File: config.mk
export PLATFORM = sky130hd
export DESIGN_NAME = membership_gossip_engine_unit
export DESIGN_NICKNAME = d
export VERILOG_FILES = /design/src/mge_pkg.sv /design/src/mge_queue.sv /design/src/membership_gossip_engine_unit.sv
export SDC_FILE = /design/constraint.sdc
export NUM_CORES = 1
export LEC_CHECK = 0
export ABC_AREA = 1
export BUFFER_PORTS_ARGS = -buffer_cell sky130_fd_sc_hd__buf_2
export CORE_MARGIN = 8
export CORE_UTILIZATION = 39
export CTS_CLUSTER_DIAMETER = 150
export DETAILED_ROUTE_END_ITERATION = 10
export GPL_TIMING_DRIVEN = 0
export PLACE_DENSITY_LB_ADDON = 0.1
export REMOVE_ABC_BUFFERS = 1
export SETUP_SLACK_MARGIN = 0.1
export SYNTH_ARGS = -nofsm -noshare
export SYNTH_HDL_FRONTEND = slang
export SYNTH_SLANG_ARGS = --single-unit
File: constraint.sdc
create_clock -name i_clk -period 4.65 [get_ports i_clk]
set_input_delay 0.93 -clock i_clk [delete_from_list [all_inputs] [get_ports i_clk]]
set_output_delay 0.93 -clock i_clk [all_outputs]
set_load 0.02 [all_outputs]
File: src/mge_pkg.sv
// Package with the shared types and constants of the membership gossip engine.
`default_nettype none
package mge_pkg;
    localparam int NODES = 16;
    localparam int SLOTS = 8;
    localparam int QUEUE_DEPTH = 16;
    localparam int NODE_W = $clog2(NODES);
    localparam int QIDX_W = $clog2(QUEUE_DEPTH);
    localparam int QCNT_W = $clog2(QUEUE_DEPTH + 1);
    localparam int FILL_LIM = (SLOTS < 8) ? SLOTS : 8;
    localparam int FCNT_W = $clog2(FILL_LIM + 1);
    localparam logic [7:0] NO_NODE = 8'hFF;
    localparam logic [3:0] TTL_AT_RESET = 4'd6;

    localparam logic [2:0] CMD_RUMOR = 3'd0;
    localparam logic [2:0] CMD_CONTACT = 3'd1;
    localparam logic [2:0] CMD_PROBE_OK = 3'd2;
    localparam logic [2:0] CMD_PROBE_MISS = 3'd3;
    localparam logic [2:0] CMD_FILL = 3'd4;

    localparam logic [1:0] ST_UNKNOWN = 2'd0;
    localparam logic [1:0] ST_ALIVE = 2'd1;
    localparam logic [1:0] ST_SUSPECT = 2'd2;
    localparam logic [1:0] ST_DEAD = 2'd3;

    localparam logic [1:0] REG_MY_NODE = 2'd0;
    localparam logic [1:0] REG_GOSSIP_TTL = 2'd1;
    localparam logic [1:0] REG_SUSPECT_ROUNDS = 2'd2;
    localparam logic [1:0] REG_DEAD_ROUNDS = 2'd3;

    typedef struct packed {
        logic [2:0] command;
        logic [7:0] node;
        logic [1:0] rumor_state;
        logic [7:0] rumor_incarnation;
    } t_in_item;

    typedef struct packed {
        logic [1:0] state_after;
        logic       accepted;
        logic       changed;
        logic       went_dead;
        logic [7:0] self_incarnation;
        logic       gossip_valid;
        logic [7:0] gossip_node;
        logic [1:0] gossip_state;
        logic [7:0] gossip_incarnation;
        logic       last;
    } t_out_item;

    // Queue entry payload, also the request into the queue unit.
    typedef struct packed {
        logic [7:0] node;
        logic [1:0] state;
        logic [7:0] incarnation;
    } t_qentry;

    // Commands from the sequencer to the queue unit.
    typedef struct packed {
        logic    enq;
        logic    fill;
        t_qentry entry;
        logic [3:0] ttl;
    } t_qcmd;

    // Status from the queue unit: done pulse, and an emitted entry held until taken.
    typedef struct packed {
        logic    done;
        logic    emit;
        t_qentry entry;
    } t_qstat;

    function automatic logic [1:0] severity(input logic [1:0] st);
        case (st)
            ST_DEAD: severity = 2'd2;
            ST_SUSPECT: severity = 2'd1;
            default: severity = 2'd0;
        endcase
    endfunction
endpackage
`default_nettype wire

File: src/mge_queue.sv
// Gossip queue: search, evict, emit, compact; one entry per cycle, emits may wait.
`default_nettype none
module mge_queue
    import mge_pkg::*;
(
    input  wire logic   i_clk,
    input  wire logic   i_rst_n,
    input  wire t_qcmd  i_cmd,
    input  wire logic   i_emit_ready,
    output t_qstat      o_stat
);
    typedef enum logic [2:0] {S_IDLE, S_SEARCH, S_EVICT, S_WRITE, S_FILL, S_EMIT}
        t_state;

    t_qentry    r_mem [QUEUE_DEPTH];
    logic [3:0] r_rem [QUEUE_DEPTH];

    t_state          r_state;
    logic [QCNT_W-1:0] r_count, r_idx, r_wr, r_tgt;
    logic [QCNT_W-1:0] r_low;
    logic [3:0]      r_low_rem;
    logic [FCNT_W-1:0] r_sent;
    t_qentry         r_req;
    logic [3:0]      r_ttl;
    t_qstat          r_stat;
    logic [QIDX_W-1:0] rd_i, wr_i;
    t_qentry         rd_e;
    logic [3:0]      rd_r, new_r;
    logic            take;

    assign rd_i = r_idx[QIDX_W-1:0];
    assign wr_i = r_wr[QIDX_W-1:0];
    assign rd_e = r_mem[rd_i];
    assign rd_r = r_rem[rd_i];
    // An entry is emitted while the fill limit allows and its TTL is live.
    assign take = (rd_r != 4'd0) && (r_sent < FCNT_W'(FILL_LIM));
    assign new_r = take ? rd_r - 4'd1 : rd_r;
    assign o_stat = r_stat;

    always_ff @(posedge i_clk) begin
        r_stat.done <= 1'b0;
        if (!i_rst_n) begin
            r_state <= S_IDLE;
            r_count <= '0;
            r_stat <= '0;
        end else begin
            unique case (r_state)
                S_IDLE: begin
                    r_idx <= '0;
                    r_wr <= '0;
                    r_sent <= '0;
                    r_req <= i_cmd.entry;
                    r_ttl <= i_cmd.ttl;
                    r_stat.emit <= 1'b0;
                    if (i_cmd.enq) r_state <= S_SEARCH;
                    else if (i_cmd.fill) r_state <= S_FILL;
                end
                S_SEARCH: begin
                    if (r_idx == r_count) begin
                        if (r_count < QCNT_W'(QUEUE_DEPTH)) begin
                            r_tgt <= r_count;
                            r_count <= r_count + 1'b1;
                            r_state <= S_WRITE;
                        end else begin
                            r_idx <= QCNT_W'(1);
                            r_low <= '0;
                            r_low_rem <= r_rem[0];
                            r_state <= S_EVICT;
                        end
                    end else if (rd_e.node == r_req.node) begin
                        r_tgt <= r_idx;
                        r_state <= S_WRITE;
                    end else begin
                        r_idx <= r_idx + 1'b1;
                    end
                end
                S_EVICT: begin
                    if (r_idx == QCNT_W'(QUEUE_DEPTH)) begin
                        r_tgt <= r_low;
                        r_state <= S_WRITE;
                    end else begin
                        if (rd_r < r_low_rem) begin
                            r_low <= r_idx;
                            r_low_rem <= rd_r;
                        end
                        r_idx <= r_idx + 1'b1;
                    end
                end
                S_WRITE: begin
                    r_mem[r_tgt[QIDX_W-1:0]] <= r_req;
                    r_rem[r_tgt[QIDX_W-1:0]] <= r_ttl;
                    r_stat.done <= 1'b1;
                    r_state <= S_IDLE;
                end
                S_FILL: begin
                    if (r_idx == r_count) begin
                        r_count <= r_wr;
                        r_stat.emit <= 1'b0;
                        r_stat.done <= 1'b1;
                        r_state <= S_IDLE;
                    end else begin
                        // Emit and compact in one pass; survivors slide down.
                        if (new_r != 4'd0) begin
                            r_mem[wr_i] <= rd_e;
                            r_rem[wr_i] <= new_r;
                            r_wr <= r_wr + 1'b1;
                        end
                        r_idx <= r_idx + 1'b1;
                        if (take) begin
                            r_sent <= r_sent + 1'b1;
                            r_stat.emit <= 1'b1;
                            r_stat.entry <= rd_e;
                            r_state <= S_EMIT;
                        end
                    end
                end
                S_EMIT: begin
                    if (i_emit_ready) begin
                        r_stat.emit <= 1'b0;
                        r_state <= S_FILL;
                    end
                end
                default: r_state <= S_IDLE;
            endcase
        end
    end
endmodule
`default_nettype wire

File: src/membership_gossip_engine_unit.sv
// Top level of the membership gossip engine: table, sequencer and output stage.
//
// One item is handled at a time, and the input stays stalled from the accepting
// edge until the item's last result has been loaded into the output register.
// A membership command that queues an event also waits while the queue unit
// searches its entries for the node, and a full queue adds an eviction sweep.
// A fill waits while the queue unit walks its entries, emitting up to 8 live ones.
// A stalled receiver adds its stall cycles.
`default_nettype none
module membership_gossip_engine_unit
    import mge_pkg::*;
(
    input  wire logic      i_clk,
    input  wire logic      i_rst_n,
    input  wire logic      i_valid,
    output logic           o_stall,
    input  wire t_in_item  i_data,
    output logic           o_valid,
    input  wire logic      i_stall,
    output t_out_item      o_data,
    input  wire logic      i_cfg_we,
    input  wire logic [1:0] i_cfg_index,
    input  wire logic [7:0] i_cfg_data
);
    typedef enum logic [2:0] {S_IDLE, S_READ, S_EXEC, S_QWAIT, S_FWAIT, S_OUT} t_state;

    t_state     r_state;
    logic [7:0] r_my_node, r_sus_rounds, r_dead_rounds, r_own;
    logic [3:0] r_ttl;
    logic [1:0] r_nst [NODES];
    logic [7:0] r_ninc [NODES];
    logic [7:0] r_miss [NODES];
    t_in_item   r_item;
    logic [1:0] r_old;
    logic [7:0] r_cur_inc, r_cur_miss;
    logic       r_acc;
    t_qcmd      r_qcmd;
    t_qstat     qstat;
    logic       r_fill_any;
    logic       r_fdone;
    t_out_item  r_out;
    logic       r_ovalid;
    logic       out_free;
    logic       node_ok;
    logic [NODE_W-1:0] ni;

    assign out_free = !r_ovalid || !i_stall;
    assign o_stall = (r_state != S_IDLE);
    assign o_valid = r_ovalid;
    assign o_data = r_out;
    assign node_ok = (r_item.node < 8'(NODES));
    assign ni = r_item.node[NODE_W-1:0];

    mge_queue u_queue (
        .i_clk(i_clk), .i_rst_n(i_rst_n), .i_cmd(r_qcmd),
        .i_emit_ready(out_free && r_state == S_FWAIT), .o_stat(qstat)
    );

    always_ff @(posedge i_clk) begin
        logic [1:0] now;
        logic [7:0] m;
        logic       wins;
        if (!i_rst_n) begin
            r_state <= S_IDLE;
            r_ovalid <= 1'b0;
            r_fdone <= 1'b0;
            r_qcmd <= '0;
            r_my_node <= NO_NODE;
            r_ttl <= TTL_AT_RESET;
            r_sus_rounds <= 8'd3;
            r_dead_rounds <= 8'd3;
            r_own <= '0;
            for (int k = 0; k < NODES; k++) begin
                r_nst[k] <= ST_UNKNOWN;
                r_ninc[k] <= '0;
                r_miss[k] <= '0;
            end
        end else begin
            if (r_ovalid && !i_stall) r_ovalid <= 1'b0;
            r_qcmd.enq <= 1'b0;
            r_qcmd.fill <= 1'b0;
            if (i_cfg_we) begin
                unique case (i_cfg_index)
                    REG_MY_NODE: r_my_node <= i_cfg_data;
                    REG_GOSSIP_TTL: r_ttl <= i_cfg_data[3:0];
                    REG_SUSPECT_ROUNDS: r_sus_rounds <= i_cfg_data;
                    REG_DEAD_ROUNDS: r_dead_rounds <= i_cfg_data;
                    default: ;
                endcase
            end
            unique case (r_state)
                S_IDLE: begin
                    if (i_valid) begin
                        r_item <= i_data;
                        r_state <= S_READ;
                    end
                end
                S_READ: begin
                    r_old <= node_ok ? r_nst[ni] : ST_UNKNOWN;
                    r_cur_inc <= r_ninc[ni];
                    r_cur_miss <= r_miss[ni];
                    r_acc <= 1'b0;
                    r_fill_any <= 1'b0;
                    r_fdone <= 1'b0;
                    r_qcmd.ttl <= r_ttl;
                    if (r_item.command == CMD_FILL) begin
                        r_qcmd.fill <= 1'b1;
                        r_state <= S_FWAIT;
                    end else begin
                        r_state <= S_EXEC;
                    end
                end
                S_EXEC: begin
                    r_state <= S_OUT;
                    r_qcmd.entry.node <= r_item.node;
                    r_qcmd.entry.incarnation <= r_cur_inc;
                    case (r_item.command) inside
                        CMD_RUMOR: begin
                            if (r_item.node == r_my_node) begin
                                if (r_item.rumor_state == ST_SUSPECT
                                        || r_item.rumor_state == ST_DEAD) begin
                                    if (r_item.rumor_incarnation >= r_own) begin
                                        r_own <= r_item.rumor_incarnation + 8'd1;
                                        r_qcmd.entry.incarnation
                                            <= r_item.rumor_incarnation + 8'd1;
                                    end else begin
                                        r_own <= r_own + 8'd1;
                                        r_qcmd.entry.incarnation <= r_own + 8'd1;
                                    end
                                    r_qcmd.entry.state <= ST_ALIVE;
                                    r_qcmd.enq <= 1'b1;
                                    r_state <= S_QWAIT;
                                end
                            end else if (node_ok) begin
                                r_qcmd.entry.state <= r_item.rumor_state;
                                r_qcmd.entry.incarnation <= r_item.rumor_incarnation;
                                if (r_old == ST_UNKNOWN && (r_item.rumor_state == ST_ALIVE
                                        || r_item.rumor_state == ST_SUSPECT)) begin
                                    r_nst[ni] <= r_item.rumor_state;
                                    r_miss[ni] <= '0;
                                    r_ninc[ni] <= r_item.rumor_incarnation;
                                    r_acc <= 1'b1;
                                    r_qcmd.enq <= 1'b1;
                                    r_state <= S_QWAIT;
                                end else begin
                                    wins = (r_item.rumor_incarnation != r_cur_inc)
                                        ? (r_item.rumor_incarnation > r_cur_inc)
                                        : (severity(r_item.rumor_state) > severity(r_old));
                                    if (wins) begin
                                        r_ninc[ni] <= r_item.rumor_incarnation;
                                        r_acc <= 1'b1;
                                        if (r_old != r_item.rumor_state) begin
                                            r_nst[ni] <= r_item.rumor_state;
                                            r_qcmd.enq <= 1'b1;
                                            r_state <= S_QWAIT;
                                        end
                                    end
                                end
                            end
                        end
                        CMD_CONTACT, CMD_PROBE_OK: begin
                            if (node_ok && r_item.node != r_my_node
                                    && (r_item.command == CMD_CONTACT
                                        || r_my_node != NO_NODE)) begin
                                r_nst[ni] <= ST_ALIVE;
                                r_miss[ni] <= '0;
                                r_acc <= 1'b1;
                                r_qcmd.entry.state <= ST_ALIVE;
                                if (r_old != ST_ALIVE) begin
                                    r_qcmd.enq <= 1'b1;
                                    r_state <= S_QWAIT;
                                end
                            end
                        end
                        CMD_PROBE_MISS: begin
                            if (node_ok && r_item.node != r_my_node
                                    && r_my_node != NO_NODE) begin
                                m = r_cur_miss + ((r_cur_miss != 8'hFF) ? 8'd1 : 8'd0);
                                r_miss[ni] <= m;
                                r_acc <= 1'b1;
                                if (r_old == ST_ALIVE && m >= r_sus_rounds) begin
                                    r_nst[ni] <= ST_SUSPECT;
                                    r_miss[ni] <= '0;
                                    r_qcmd.entry.state <= ST_SUSPECT;
                                    r_qcmd.enq <= 1'b1;
                                    r_state <= S_QWAIT;
                                end else if (r_old == ST_SUSPECT
                                        && m >= r_dead_rounds) begin
                                    r_nst[ni] <= ST_DEAD;
                                    r_miss[ni] <= '0;
                                    r_qcmd.entry.state <= ST_DEAD;
                                    r_qcmd.enq <= 1'b1;
                                    r_state <= S_QWAIT;
                                end
                            end
                        end
                        default: ;
                    endcase
                end
                S_QWAIT: begin
                    if (qstat.done) r_state <= S_OUT;
                end
                S_OUT: begin
                    if (out_free) begin
                        now = node_ok ? r_nst[ni] : ST_UNKNOWN;
                        r_out <= '0;
                        r_out.state_after <= now;
                        r_out.accepted <= r_acc;
                        r_out.changed <= (now != r_old);
                        r_out.went_dead <= (r_old == ST_SUSPECT) && (now == ST_DEAD);
                        r_out.self_incarnation <= r_own;
                        r_out.last <= 1'b1;
                        r_ovalid <= 1'b1;
                        r_state <= S_IDLE;
                    end
                end
                S_FWAIT: begin
                    // Each emitted entry is held back until the next one or the
                    // end of the walk tells whether it is the last.
                    if ((qstat.done || r_fdone) && out_free) begin
                        r_out <= '0;
                        r_out.self_incarnation <= r_own;
                        r_out.last <= 1'b1;
                        if (r_fill_any) begin
                            r_out.gossip_valid <= 1'b1;
                            r_out.gossip_node <= r_cur_inc;
                            r_out.gossip_state <= r_old;
                            r_out.gossip_incarnation <= r_cur_miss;
                        end
                        r_ovalid <= 1'b1;
                        r_state <= S_IDLE;
                    end else if (qstat.done) begin
                        // The walk has ended while the output register is still full.
                        r_fdone <= 1'b1;
                    end else if (qstat.emit && out_free) begin
                        r_out <= '0;
                        r_out.self_incarnation <= r_own;
                        r_out.gossip_valid <= 1'b1;
                        r_out.gossip_node <= r_cur_inc;
                        r_out.gossip_state <= r_old;
                        r_out.gossip_incarnation <= r_cur_miss;
                        r_cur_inc <= qstat.entry.node;
                        r_old <= qstat.entry.state;
                        r_cur_miss <= qstat.entry.incarnation;
                        r_ovalid <= r_fill_any;
                        r_fill_any <= 1'b1;
                    end
                end
                default: r_state <= S_IDLE;
            endcase
        end
    end
endmodule
`default_nettype wire

==> results.toml <==
[detailed_routing]
drt_iter0_markers = 2087
wl_per_cell_um = 21.84
drt_first_pass_iters = 5
vias = 26170
drc = 0
vias_per_cell = 5.277
wl_um = 108300
ant_nets = 0

[min_path]
whs_endpoint = "u_queue.r_ttl[1]"
hp-start = "r_qcmd[1]"
hold_path_class = "flip-flop to flip-flop"
min_path_cells = 0

[clock_network]
clock-sinks = 863
root_buffer = "clkbuf_16"
clk_transition_reported_paths_ns = 0.06
numCtsBuffers = 96
cts_buffer_depth = 3
cts_tree = "yes"
worstSkewPairLatency_ns = 0.67
h-tree-depth = 3
hold_buffers = 0

[setup_path]
cp.arrival_ns = 4.76
required_ns = 4.99
startpoint_type = "flip-flop"
end_kind = "flip-flop"
reg2reg_depth = 8
rrSetupSlack_ns = 0.23
path_class = "flip-flop to flip-flop"
timing.rr.end = "o_data[28]"
path_max_fanout = 38

[logic_synthesis]
ys.flop_type = "edfxtp_1"
syn-instance-count = 3548
yosysSeqAreaShare_pct = 66.03
synth_seq_cells = 863
synth-edff-count = 762
ys_types = 49
synthArstFlopShare_pct = 0
yosys.area.top_type_share_pct = 60.67
synth_top_area_cell = "edfxtp_1"
syn_area_per_cell_um2 = 10.63
syn-cell-area_mm2 = 0.03771
synth_area_leaders = "edfxtp_1 61%, nor2_1 8.0%, o21ai_0 5.5%, dfxtp_1 5.4%, nand2_1 4.1%"
yosys_warnings = 0

[power_and_ir_drop]
switching_power_mw = 8.738
pwr_density_cell_mw_per_mm2 = 564.7
seq_power_share_pct = 41.3
vdd_drop_max_mv = 0.3218
p_leak_nw = 15.61
power.internal_mw = 15.88
pwr-share-clk_pct = 29.8
swShare_pct = 35.49
comb_power_share_pct = 28.9

[floorplanning]
core_area_mm2 = 0.09628
die_x_um = 327.0
core.rowCount = 114
dieHeight_um = 327.0
dieArea_mm2 = 0.1069
io_pins = 71
initial_utilization_pct = 39.17

[placed_design]
port_buffers = 70
dpl.cell_count = 4741
gp_congestion = 0.8425
dp_hpwl_um = 70020

[global_routing]
grt_max_degree = 99
grtUsageTotal_pct = 19.74
grt_pass1_wl_um = 162700
grt_overflow = 0
grt_pass1_vias = 25470
antenna_found_initial = 2

[timing]
fin_skew_ns = 0.01885
fin_hold_ws_ns = 0.4285
setup_viol = 0
fin_crit_ns = 4.421
grt_setup_unrepaired = "true"
relSlewSlack_pct = 9.191
tightest_slew_ns = 1.352
hold_viol_final = 0
finalCritPeriodShare_pct = 95.07
slew_violations = 0
fmax_mhz = 226.2

[layout]
diodes = 0
drive_gt1_share_pct = 10.92
instances_no_fill = 4959
area_growth_pct = 15.60
nets = 3688

[job]
drv_cap = 0

[run_status]
status = "completed"
==> Yosys cell counts, drive strengths merged (3+ instances only) <==
library cell / instances
nand4: 15
a221oi: 6
o2111ai: 4
o211ai: 56
a31oi: 30
nand3b: 3
xor2: 18
o221ai: 81
clkbuf: 142
nor2: 809
a211oi: 5
buf: 49
nor3: 15
nand2: 437
o21ai: 436
o22ai: 37
nand3: 137
clkinv: 11
edfxtp: 762
ha: 49
a21oi: 91
xnor2: 13
dfxtp: 101
inv: 221
a22oi: 4
o21bai: 4
nor4: 4
==> critical path: stages (launching register included) <==
cell and delay, ns:
dfxtp_2 0.92, clkinv_1 1.23, o221ai_1 0.39, o211ai_1 0.22, nand2_1 0.17, nand2_1 0.09
nor2_1 0.20, inv_1 0.08, nor4_1 0.76
==> flip-flops by register name (all words and copies together), names as in the netlist, 8 cells and up, named ones only <==
name and cells:
r_cur_miss 8, u_queue.r_req 18, r_qcmd 24, r_ninc 128, r_sus_rounds 8, u_queue.o_stat 20, r_own 8, r_nst 32
o_data 33, r_my_node 8, r_cur_inc 8, u_queue.r_mem 288, u_queue.r_rem 64, r_item 17, r_dead_rounds 8, r_miss 128
==> kinds of logic after synthesis <==
kind of cell / Yosys count / share of synthesized area, %
adder cells (fa/ha/maj): 49 / 1.626
buffers and inverters: 423 / 4.558
AO/OA/AOI/OAI: 757 / 11.73
flip-flops: 863 / 66.03
XOR/XNOR: 31 / 0.7199
AND/OR/NAND/NOR: 1425 / 15.33
==> how the worst max path moves through the flow <==
| stage | startpoint | end | slack [ns] |
|---|---|---|---|
| 2_1_floorplan | flip-flop | u_queue.r_mem[0][0] | -4.19 |
| 3_3_place_gp | flip-flop | u_queue.r_mem[14][8] | -12.34 |
| 3_5_place_dp | flip-flop | u_queue.r_mem[13][16] | -1.70 |
| 4_1_cts | flip-flop | u_queue.r_rem[5][2] | 0.09 |
| 5_1_grt | r_cur_miss[2] | r_miss[13][1] | -0.02 |
| 6_report | flip-flop | o_data[28] | 0.23 |
==> routing by layer <==
layer	global-route usage [%]	vias up	wire (um)	part of all wire [%]
li1	-	12600	-	-
met3	2.598	191	4555	4.2
met1	26.42	12780	48180	44
met5	0	-	13	0.012
met2	33.30	593	52140	48
met4	6.252	2	3435	3.2
==> through the flow <==
stage                     setup TNS, ns  total power, mW  utilization, %  setup WS [ns]  area (um2)
after floorplan                -2845.43            14.23               -         -4.186       36870
after global placement         -9683.08            16.78           40.31         -12.34       38810
after detailed placement        -973.52            16.92           41.38         -1.697       39840
after CTS                             0            24.70           45.15        0.09438       43470
after global routing           -0.01604            25.89           45.28       -0.01604       43600
final                                 0            24.62           45.28         0.2291       43600
==> power by group through the flow <==
stage / Combinational (mW) / Clock, mW / Sequential, mW
finish: 7.12 / 7.34 / 10.2
global route: 7.89 / 7.77 / 10.2
CTS: 6.96 / 7.50 / 10.2
detailed placement: 6.48 / 0 / 10.4
global placement: 6.00 / 0 / 10.8
floorplan: 3.95 / 0 / 10.3
==> what timing repair did <==
action / in CTS / in global routing
resized for setup: 26 / 17
pin swaps: 19 / 3
buffers inserted: 26 / 7
cloned: 7 / 0
endpoints found under the setup margin: 805 / 969
==> cells in the final DEF (no fill, tap or decap), types with 23 or more instances in the layout <==
| cell type | n |
|---|---|
| nand3_1 | 126 |
| o211ai_1 | 56 |
| o221ai_1 | 81 |
| nor2_1 | 781 |
| o21ai_0 | 404 |
| inv_1 | 208 |
| a21oi_1 | 89 |
| dfxtp_1 | 94 |
| clkbuf_16 | 97 |
| clkbuf_1 | 29 |
| nand2_2 | 26 |
| clkinv_1 | 23 |
| nand2_1 | 408 |
| o22ai_1 | 37 |
| edfxtp_1 | 762 |
| a31oi_1 | 29 |
| buf_2 | 70 |
| ha_1 | 49 |
==> final cells by class <==
cell class / instances / area [um2]
timing repair inverter: 1 / 5.005
multi-input combinational: 2266 / 11460
timing repair buffer: 143 / 1698
clock inverter: 43 / 351.6
tap: 1276 / 1597
fill: 8975 / 52680
clock buffer: 135 / 2660
inverter: 232 / 909.6
sequential: 863 / 24920
(Power assumes the default switching activity.)
